<file path="config.mk">
export PLATFORM = sky130hd
export DESIGN_NAME = nmea_sentence_checker_core_flat
export DESIGN_NICKNAME = d
export VERILOG_FILES = /design/src/hdl/nsc_pkg.sv /design/src/hdl/nsc_in_if.sv /design/src/hdl/nsc_out_if.sv /design/src/hdl/nsc_parse.sv /design/src/hdl/nmea_sentence_checker_core.sv /design/src/flat_wrapper.sv
export SDC_FILE = /design/constraint.sdc
export NUM_CORES = 1
export LEC_CHECK = 0
export BUFFER_PORTS_ARGS = -buffer_cell sky130_fd_sc_hd__clkbuf_2
export CORE_MARGIN = 2
export CORE_UTILIZATION = 59
export CTS_CLUSTER_DIAMETER = 30
export CTS_CLUSTER_SIZE = 40
export DETAILED_ROUTE_END_ITERATION = 6
export PLACE_DENSITY = 0.78
export SLEW_MARGIN = 20
export SYNTH_ARGS = -nofsm -noshare
export SYNTH_HDL_FRONTEND = slang
export SYNTH_SLANG_ARGS = --single-unit
</file>
<file path="constraint.sdc">
create_clock -name clk -period 4.01 [get_ports clk]
set_clock_uncertainty 0.2 [all_clocks]
set_input_delay 0.6015 -clock clk [delete_from_list [all_inputs] [get_ports clk]]
set_output_delay 0.6015 -clock clk [all_outputs]
set_load 0.05 [all_outputs]
</file>
<file path="src/hdl/nsc_pkg.sv">
// Shared types, character codes and helper functions for the NMEA sentence checker.
// No dependencies; nsc_parse and nmea_sentence_checker_core import this package.
`default_nettype none

package nsc_pkg;

  localparam int NumTypes = 5;
  localparam logic [2:0] BODY_SAT  = 3'd7;
  localparam logic [5:0] FIELD_SAT = 6'd63;

  localparam logic [7:0] CHAR_DOLLAR = 8'h24;  // '$'
  localparam logic [7:0] CHAR_STAR   = 8'h2A;  // '*'
  localparam logic [7:0] CHAR_COMMA  = 8'h2C;  // ','
  localparam logic [7:0] CHAR_UPPER_A = 8'd65;
  localparam logic [7:0] CHAR_ZERO   = 8'd48;
  localparam logic [7:0] HEX_TEN     = 8'h0A;

  // Sentence type codes
  localparam logic [2:0] TYPE_UNKNOWN = 3'd0;
  localparam logic [2:0] TYPE_RMC     = 3'd1;
  localparam logic [2:0] TYPE_VTG     = 3'd2;
  localparam logic [2:0] TYPE_GGA     = 3'd3;
  localparam logic [2:0] TYPE_GSA     = 3'd4;
  localparam logic [2:0] TYPE_GLL     = 3'd5;

  // Checksum form codes
  localparam logic [1:0] FORM_NONE  = 2'd0;
  localparam logic [1:0] FORM_FULL  = 2'd1;
  localparam logic [1:0] FORM_SHORT = 2'd2;

  // Three type letters per candidate, candidate order RMC, VTG, GGA, GSA, GLL.
  localparam logic [7:0] TYPE_CHARS [NumTypes][3] = '{
    '{8'h52, 8'h4D, 8'h43},  // RMC
    '{8'h56, 8'h54, 8'h47},  // VTG
    '{8'h47, 8'h47, 8'h41},  // GGA
    '{8'h47, 8'h53, 8'h41},  // GSA
    '{8'h47, 8'h4C, 8'h4C}   // GLL
  };

  typedef struct packed {
    logic [7:0] data_byte;
    logic       final_byte;
  } in_item_t;

  typedef struct packed {
    logic [5:0] field_index;
    logic       is_separator;
    logic       sentence_done;
    logic [2:0] sentence_type;
    logic [7:0] computed_checksum;
    logic [7:0] received_checksum;
    logic [1:0] checksum_form;
    logic       checksum_ok;
  } result_t;

  // Unchecked hex digit conversion, modulo 256.
  function automatic logic [7:0] hex_value(input logic [7:0] d);
    if (d < CHAR_UPPER_A) begin
      return d - CHAR_ZERO;
    end
    return d + HEX_TEN - CHAR_UPPER_A;
  endfunction

  // Lowest surviving candidate wins.
  function automatic logic [2:0] pick_type(input logic [NumTypes-1:0] cand);
    logic [2:0] t;
    priority if (cand[0]) t = TYPE_RMC;
    else if (cand[1]) t = TYPE_VTG;
    else if (cand[2]) t = TYPE_GGA;
    else if (cand[3]) t = TYPE_GSA;
    else if (cand[4]) t = TYPE_GLL;
    else t = TYPE_UNKNOWN;
    return t;
  endfunction

endpackage

`default_nettype wire

</file>
<file path="src/hdl/nsc_in_if.sv">
// Input channel: one sentence byte per transaction with a final-byte flag.
// Depends on nothing.
`default_nettype none

interface nsc_in_if;
  logic       valid;
  logic       ready;
  logic [7:0] data_byte;
  logic       final_byte;

  modport source (output valid, output data_byte, output final_byte, input ready);
  modport sink   (input valid, input data_byte, input final_byte, output ready);
endinterface

`default_nettype wire

</file>
<file path="src/hdl/nsc_out_if.sv">
// Result channel: per-byte field tags plus sentence checksum and type report.
// Depends on nothing.
`default_nettype none

interface nsc_out_if;
  logic       valid;
  logic       ready;
  logic [5:0] field_index;
  logic       is_separator;
  logic       sentence_done;
  logic [2:0] sentence_type;
  logic [7:0] computed_checksum;
  logic [7:0] received_checksum;
  logic [1:0] checksum_form;
  logic       checksum_ok;

  modport source (
    output valid, output field_index, output is_separator, output sentence_done,
    output sentence_type, output computed_checksum, output received_checksum,
    output checksum_form, output checksum_ok, input ready
  );
  modport sink (
    input valid, input field_index, input is_separator, input sentence_done,
    input sentence_type, input computed_checksum, input received_checksum,
    input checksum_form, input checksum_ok, output ready
  );
endinterface

`default_nettype wire

</file>
<file path="src/hdl/nsc_parse.sv">
// Sentence state and per-byte parse logic: checksum, hex digits, type, fields.
// Depends on nsc_pkg.
`default_nettype none

module nsc_parse
  import nsc_pkg::*;
(
  input  wire logic     clk,
  input  wire logic     rst,
  input  wire logic     advance,
  input  wire in_item_t item,
  output result_t       result
);

  logic [2:0]          byte_position, byte_position_next;
  logic                leading_dollar, leading_dollar_next;
  logic [NumTypes-1:0] type_candidates, type_candidates_next;
  logic [7:0]          running_xor, running_xor_next;
  logic                star_seen, star_seen_next;
  logic [1:0]          digit_count, digit_count_next;
  logic [7:0]          received_value, received_value_next;
  logic [5:0]          field_counter, field_counter_next;

  logic       body;
  logic       sep;
  logic [1:0] col;
  logic [7:0] digit;
  logic [1:0] form;
  logic [7:0] recv;

  always_comb begin
    byte_position_next   = byte_position;
    leading_dollar_next  = leading_dollar;
    type_candidates_next = type_candidates;
    running_xor_next     = running_xor;
    star_seen_next       = star_seen;
    digit_count_next     = digit_count;
    received_value_next  = received_value;
    field_counter_next   = field_counter;

    body  = !(byte_position == 3'd0 && !leading_dollar && item.data_byte == CHAR_DOLLAR);
    col   = 2'(byte_position - 3'd2);
    digit = hex_value(item.data_byte);
    sep   = (item.data_byte == CHAR_COMMA);

    if (!body) begin
      leading_dollar_next = 1'b1;
    end else begin
      if (byte_position >= 3'd2 && byte_position <= 3'd4) begin
        for (int k = 0; k < NumTypes; k++) begin
          if (TYPE_CHARS[k][col] != item.data_byte) type_candidates_next[k] = 1'b0;
        end
      end
      if (byte_position < BODY_SAT) byte_position_next = byte_position + 3'd1;
    end

    if (!star_seen) begin
      if (item.data_byte == CHAR_STAR) star_seen_next = 1'b1;
      else if (body) running_xor_next = running_xor ^ item.data_byte;
    end else if (digit_count < 2'd2) begin
      if (digit_count == 2'd0) received_value_next = {digit[3:0], 4'h0};
      else received_value_next = received_value | digit;
      digit_count_next = digit_count + 2'd1;
    end

    if (sep && field_counter < FIELD_SAT) field_counter_next = field_counter + 6'd1;

    // Sentence-end report from the updated state
    if (!star_seen_next) form = FORM_NONE;
    else if (digit_count_next >= 2'd2) form = FORM_FULL;
    else form = FORM_SHORT;
    recv = (form == FORM_FULL) ? received_value_next : 8'h00;

    result.field_index       = field_counter;
    result.is_separator      = sep;
    result.sentence_done     = item.final_byte;
    result.computed_checksum = running_xor_next;
    result.sentence_type     = TYPE_UNKNOWN;
    result.received_checksum = 8'h00;
    result.checksum_form     = FORM_NONE;
    result.checksum_ok       = 1'b0;
    if (item.final_byte) begin
      if (byte_position_next >= 3'd5) result.sentence_type = pick_type(type_candidates_next);
      result.received_checksum = recv;
      result.checksum_form     = form;
      result.checksum_ok       = (form != FORM_SHORT) && (running_xor_next == recv);
    end
  end

  always_ff @(posedge clk) begin
    if (rst || (advance && item.final_byte)) begin
      byte_position   <= '0;
      leading_dollar  <= 1'b0;
      type_candidates <= '1;
      running_xor     <= '0;
      star_seen       <= 1'b0;
      digit_count     <= '0;
      received_value  <= '0;
      field_counter   <= '0;
    end else if (advance) begin
      byte_position   <= byte_position_next;
      leading_dollar  <= leading_dollar_next;
      type_candidates <= type_candidates_next;
      running_xor     <= running_xor_next;
      star_seen       <= star_seen_next;
      digit_count     <= digit_count_next;
      received_value  <= received_value_next;
      field_counter   <= field_counter_next;
    end
  end

endmodule

`default_nettype wire

</file>
<file path="src/hdl/nmea_sentence_checker_core.sv">
// NMEA 0183 sentence checker: a byte transaction loads the input register; the parse
// logic then loads its result into the result register, which drives result_chan.
// Throughput one byte per cycle while result_chan is ready; the parse state updates
// once per byte in a single pass.
// Synchronous active-high reset empties both registers and returns the sentence
// state to its idle values; state also clears after every final byte.
// Depends on nsc_pkg, nsc_in_if, nsc_out_if and nsc_parse.
`default_nettype none

module nmea_sentence_checker_core
  import nsc_pkg::*;
(
  input wire logic  clk,
  input wire logic  rst,
  nsc_in_if.sink    char_chan,
  nsc_out_if.source result_chan
);

  // Input register stage
  logic     stage_valid;
  in_item_t stage_item;

  // Result register stage
  logic    res_valid;
  result_t res;
  result_t parse_result;

  logic res_free;
  logic advance;

  // Result register can load when empty or being drained this cycle.
  assign res_free = !res_valid || result_chan.ready;
  // Move the staged byte through the parser into the result register.
  assign advance  = stage_valid && res_free;
  // Take a new byte whenever the input register is empty or emptying.
  assign char_chan.ready = !stage_valid || advance;

  nsc_parse u_parse (
    .clk     (clk),
    .rst     (rst),
    .advance (advance),
    .item    (stage_item),
    .result  (parse_result)
  );

  always_ff @(posedge clk) begin
    if (rst) begin
      stage_valid <= 1'b0;
      res_valid   <= 1'b0;
    end else begin
      if (char_chan.ready) stage_valid <= char_chan.valid;
      if (res_free) res_valid <= stage_valid;
    end
  end

  // Payload registers: hold while stalled, no reset needed.
  always_ff @(posedge clk) begin
    if (char_chan.ready && char_chan.valid) begin
      stage_item.data_byte  <= char_chan.data_byte;
      stage_item.final_byte <= char_chan.final_byte;
    end
    if (advance) res <= parse_result;
  end

  assign result_chan.valid             = res_valid;
  assign result_chan.field_index       = res.field_index;
  assign result_chan.is_separator      = res.is_separator;
  assign result_chan.sentence_done     = res.sentence_done;
  assign result_chan.sentence_type     = res.sentence_type;
  assign result_chan.computed_checksum = res.computed_checksum;
  assign result_chan.received_checksum = res.received_checksum;
  assign result_chan.checksum_form     = res.checksum_form;
  assign result_chan.checksum_ok       = res.checksum_ok;

endmodule

`default_nettype wire
</file>
<file path="src/flat_wrapper.sv">
// flat-port wrapper written by rule: the top's interface ports become plain ports
module nmea_sentence_checker_core_flat import nsc_pkg::*;
  (clk, rst, char_chan_valid, char_chan_data_byte, char_chan_final_byte, char_chan_ready, result_chan_valid, result_chan_field_index, result_chan_is_separator, result_chan_sentence_done, result_chan_sentence_type, result_chan_computed_checksum, result_chan_received_checksum, result_chan_checksum_form, result_chan_checksum_ok, result_chan_ready);
  nsc_in_if char_chan_i ();
  nsc_out_if result_chan_i ();
  input wire logic clk;
  input wire logic rst;
  input wire logic [$bits(char_chan_i.valid)-1:0] char_chan_valid;
  input wire logic [$bits(char_chan_i.data_byte)-1:0] char_chan_data_byte;
  input wire logic [$bits(char_chan_i.final_byte)-1:0] char_chan_final_byte;
  output wire logic [$bits(char_chan_i.ready)-1:0] char_chan_ready;
  output wire logic [$bits(result_chan_i.valid)-1:0] result_chan_valid;
  output wire logic [$bits(result_chan_i.field_index)-1:0] result_chan_field_index;
  output wire logic [$bits(result_chan_i.is_separator)-1:0] result_chan_is_separator;
  output wire logic [$bits(result_chan_i.sentence_done)-1:0] result_chan_sentence_done;
  output wire logic [$bits(result_chan_i.sentence_type)-1:0] result_chan_sentence_type;
  output wire logic [$bits(result_chan_i.computed_checksum)-1:0] result_chan_computed_checksum;
  output wire logic [$bits(result_chan_i.received_checksum)-1:0] result_chan_received_checksum;
  output wire logic [$bits(result_chan_i.checksum_form)-1:0] result_chan_checksum_form;
  output wire logic [$bits(result_chan_i.checksum_ok)-1:0] result_chan_checksum_ok;
  input wire logic [$bits(result_chan_i.ready)-1:0] result_chan_ready;
  assign char_chan_i.valid = char_chan_valid;
  assign char_chan_i.data_byte = char_chan_data_byte;
  assign char_chan_i.final_byte = char_chan_final_byte;
  assign char_chan_ready = char_chan_i.ready;
  assign result_chan_valid = result_chan_i.valid;
  assign result_chan_field_index = result_chan_i.field_index;
  assign result_chan_is_separator = result_chan_i.is_separator;
  assign result_chan_sentence_done = result_chan_i.sentence_done;
  assign result_chan_sentence_type = result_chan_i.sentence_type;
  assign result_chan_computed_checksum = result_chan_i.computed_checksum;
  assign result_chan_received_checksum = result_chan_i.received_checksum;
  assign result_chan_checksum_form = result_chan_i.checksum_form;
  assign result_chan_checksum_ok = result_chan_i.checksum_ok;
  assign result_chan_i.ready = result_chan_ready;
  nmea_sentence_checker_core u_core (.clk(clk), .rst(rst), .char_chan(char_chan_i), .result_chan(result_chan_i));
endmodule
</file>
==> impl_results.md <==
- # fillers: between 500 and 600
- Nets: about 500
- Hold Buf Count CTS: 0
- Slew Limit Fails: 0
- Avg WL per Cell: 16.54 um
- Syn. warnings: 0
- Sw power: around 0.00051 W
- Clock power share: 35.9%
- # IOs: 45
- First-pass GRT wire length: 15350 um
- CTS Buffer Depth: 2
- Min Tclk post-route: 3.659 ns
- Ranking of synthesized cells by area: edfxtp_1 (28%), dfxtp_1 (17%), ha_1 (4.5%)
- Share of power burned in registers: around half
- Yosys reg bits: 75
- Antenna-violating nets left: 0
- Int Power: 0.001211 W
- Startpoint class of the critical path: flip-flop
- Worst skew pair latency: 0.36 ns
- Area share of the largest cell type after synthesis: 28.29%
- CP delay by family, top: simple AND/OR/NAND/NOR gates
- Num CTS Buffers: 9
- Setup Fix Bufs, Post-CTS: 0
- Vias: 3443
- DRC Markers: 0
- Root Driver: clkbuf_8
- Synth Instances: ~440
- Die W: a little under 90 um
- Detailed Place HPWL: 6978 um
- CTS tree: built
- Hold_ws: 0.2153 ns
- Worst-margin pin slew: between 0.8 and 0.9 ns
- Leakage power: 1.758 nW
- Switch share: 29.46%
- Slowest CP cell: or4_4
- Setup crit end kind: flip-flop
- Avg Cell Area, Syn: 9.453 um2
- Row cnt: 30
- Post-DP Area: approximately 4500 um2
- H-tree depth: 3
- Crit path DAT: 3.62 ns
- Drt total wl: 9593 um
- RSZ-0062 raised after global routing: false
- Initial antenna violation count: 0
- Die Height: a little under 90 um
- Combinational power share: 14.4%
- Slew margin rel.: 42.83%
- Final instance area: 4663 um2
- Max-cap violations: 0
- Largest net degree at the start of global routing: 44
- Fraction of the cycle the final worst path needs: 91.24%
- Hold WC Path Type: in -> reg
- Post-Synthesis Net Count: 466
- Area grow syn2layout: 12.63%
- Status: complete, no violations
- CP Cell Sequence: inv_1 -> ha_1 -> nand2b_1 -> a31oi_4 -> nor3_2 -> or4_4 -> a311oi_2 -> or3b_1 -> a32o_1 -> a2111oi_4
- Placed Instances: 564
- Post-synth top area cell: edfxtp_1
- Setup TNS: 0 ns
- Commonest non-fill, non-tap cell in the layout: nor2_1
- Total global routing overflow: 0
- Number of synthesized flops with an enable pin: 39
- # setup viols final: 0
- Total iterations of the first detailed-routing run: 5
- Vias in the first global route: 3197
- Distinct cells, synth: between 50 and 60
- Commonest cells after routing, fill and taps aside: nor2_1 (50), clkbuf_2 (44), edfxtp_1 (39), dfxtp_1 (36), a21oi_1 (35)
- Gpl congestion: approximately 0.91
- Worst path max stage delay: 0.52 ns
- Crit Path Class: reg -> reg
- Cts repair resizes: 0
- Buffers on Ports: 44
- GRT Total Usage: 26.22%
- WP data required: roughly 4.0 ns
- Final core area utilization: 68.64%
- Die Footprint: a little under 8000 um2
- Core area: 6794 um2
- Worst vdd ir: 0.0002123 V
- Buf+Inv Stages, Crit Path: 1
- # diodes: 0
- Clock slew at reported path FFs: around 0.09 ns
- Post-route non-filler standard cell count: between 500 and 600
- Critical-path maximum fanout: 7
- Pwr/cell area: roughly 370 nW/um2
- Initial Util: 60.94%
- Fmax: 273.3 MHz
- Register area share after synthesis: 45.69%
- Fin. Hold Viols: 0
- Share of layout cells above drive strength 1: between 10% and 20%
- First DRT Iteration DRCs: between 300 and 400
- Main synth FF type: edfxtp_1
- Mapped Area: 4140 um2
- Share of flip-flops with an asynchronous set or reset: 0%
- Vias/cell: 5.936
- CTS sink cnt: 75
## flip-flops by register name (all words and copies together) (netlist names), 2 cells and up
signal                                flops
u_core.result_chan.checksum_form          2
u_core.u_parse.type_candidates            5
u_core.u_parse.digit_count                2
u_core.stage_item                         9
u_core.result_chan.field_index            6
u_core.u_parse.running_xor                8
u_core.result_chan.sentence_type          3
u_core.u_parse.byte_position              3
u_core.u_parse.received_value             8
u_core.result_chan.computed_checksum      8
u_core.u_parse.field_counter              6
u_core.result_chan.received_checksum      8
## stage by stage
stage,power [W],setup WS (ns)
after floorplan,0.001056,0.3978
after global placement,0.001112,0.5452
after detailed placement,0.001116,0.4074
after CTS,0.001716,0.3704
after global routing,0.001774,0.1827
final,0.001717,0.3512
## final timing paths
kind,start,endpoint,slack (ns),depth (start not counted)
worst min-delay path,char_chan_data_byte[7],u_core.stage_item[8]$_DFFE_PP_,0.22,1
worst max-delay path,u_core.stage_item[6]$_DFFE_PP_,u_core.result_chan.checksum_ok$_SDFFCE_PN0P_,0.35,10
worst min register to register,u_core.u_parse.received_value[6]$_SDFFE_PP0P_,u_core.u_parse.received_value[6]$_SDFFE_PP0P_,0.27,2
worst max register to register,u_core.stage_item[6]$_DFFE_PP_,u_core.result_chan.checksum_ok$_SDFFCE_PN0P_,0.35,10
## layout make-up
class,count,area (um2),share of cell area (%)
repair buffers,54,295.3,6.332
flip-flops and latches,75,1892,40.57
well taps,96,120.1,2.576
multi-input cells,318,2069,44.38
clock buffers,9,123.9,2.656
inverters,21,78.83,1.690
clock inverters,7,83.83,1.798
## worst register-to-register path: stages, from the launching register on
cell	delay (ns)
edfxtp_1	0.49
inv_1	0.20
ha_1	0.27
nand2b_1	0.19
a31oi_4	0.30
nor3_2	0.08
or4_4	0.52
a311oi_2	0.25
or3b_1	0.38
a32o_1	0.25
a2111oi_4	0.32
## power groups by stage
stage	Clock, W	Sequential [W]	Combinational (W)
global route	0.000648	0.000858	0.000268
detailed placement	0	0.000872	0.000244
finish	0.000616	0.000854	0.000247
floorplan	0	0.000916	0.000140
global placement	0	0.000871	0.000241
CTS	0.000618	0.000854	0.000245
## Yosys cell counts, types with 6 or more instances
cell type and n:
edfxtp_1 39, nor3_1 12, nor2_1 50, and3_1 9, mux2i_1 6, o21ai_0 12, nand3_1 14, a21oi_1 35
clkbuf_1 20, ha_1 15, a211oi_1 7, xnor2_1 21, xor2_1 13, inv_1 19, nand2_1 34, dfxtp_1 36
nand2b_1 8
## cells by family (layout without fill, tap and decap cells)
logic type      Yosys count  count (layout)  synth area share, %
simple gates            164             164                20.19
compound gates           98              98                16.32
flops                    75              75                45.69
buf+inv                  45              91                4.352
xor+xnor                 34              34                7.193
fa+ha+maj                15              15                4.533
mux                       7               7                1.723
## layer usage
metal  share of wire (%)  track usage, %  up-vias
li1                    -               -     1643
met1                  43           33.01     1622
met2                  48           42.63      152
met3                 6.4           5.467       26
met4                 3.4           13.57        0
met5                   0               0        -
(Power assumes the default switching activity.)
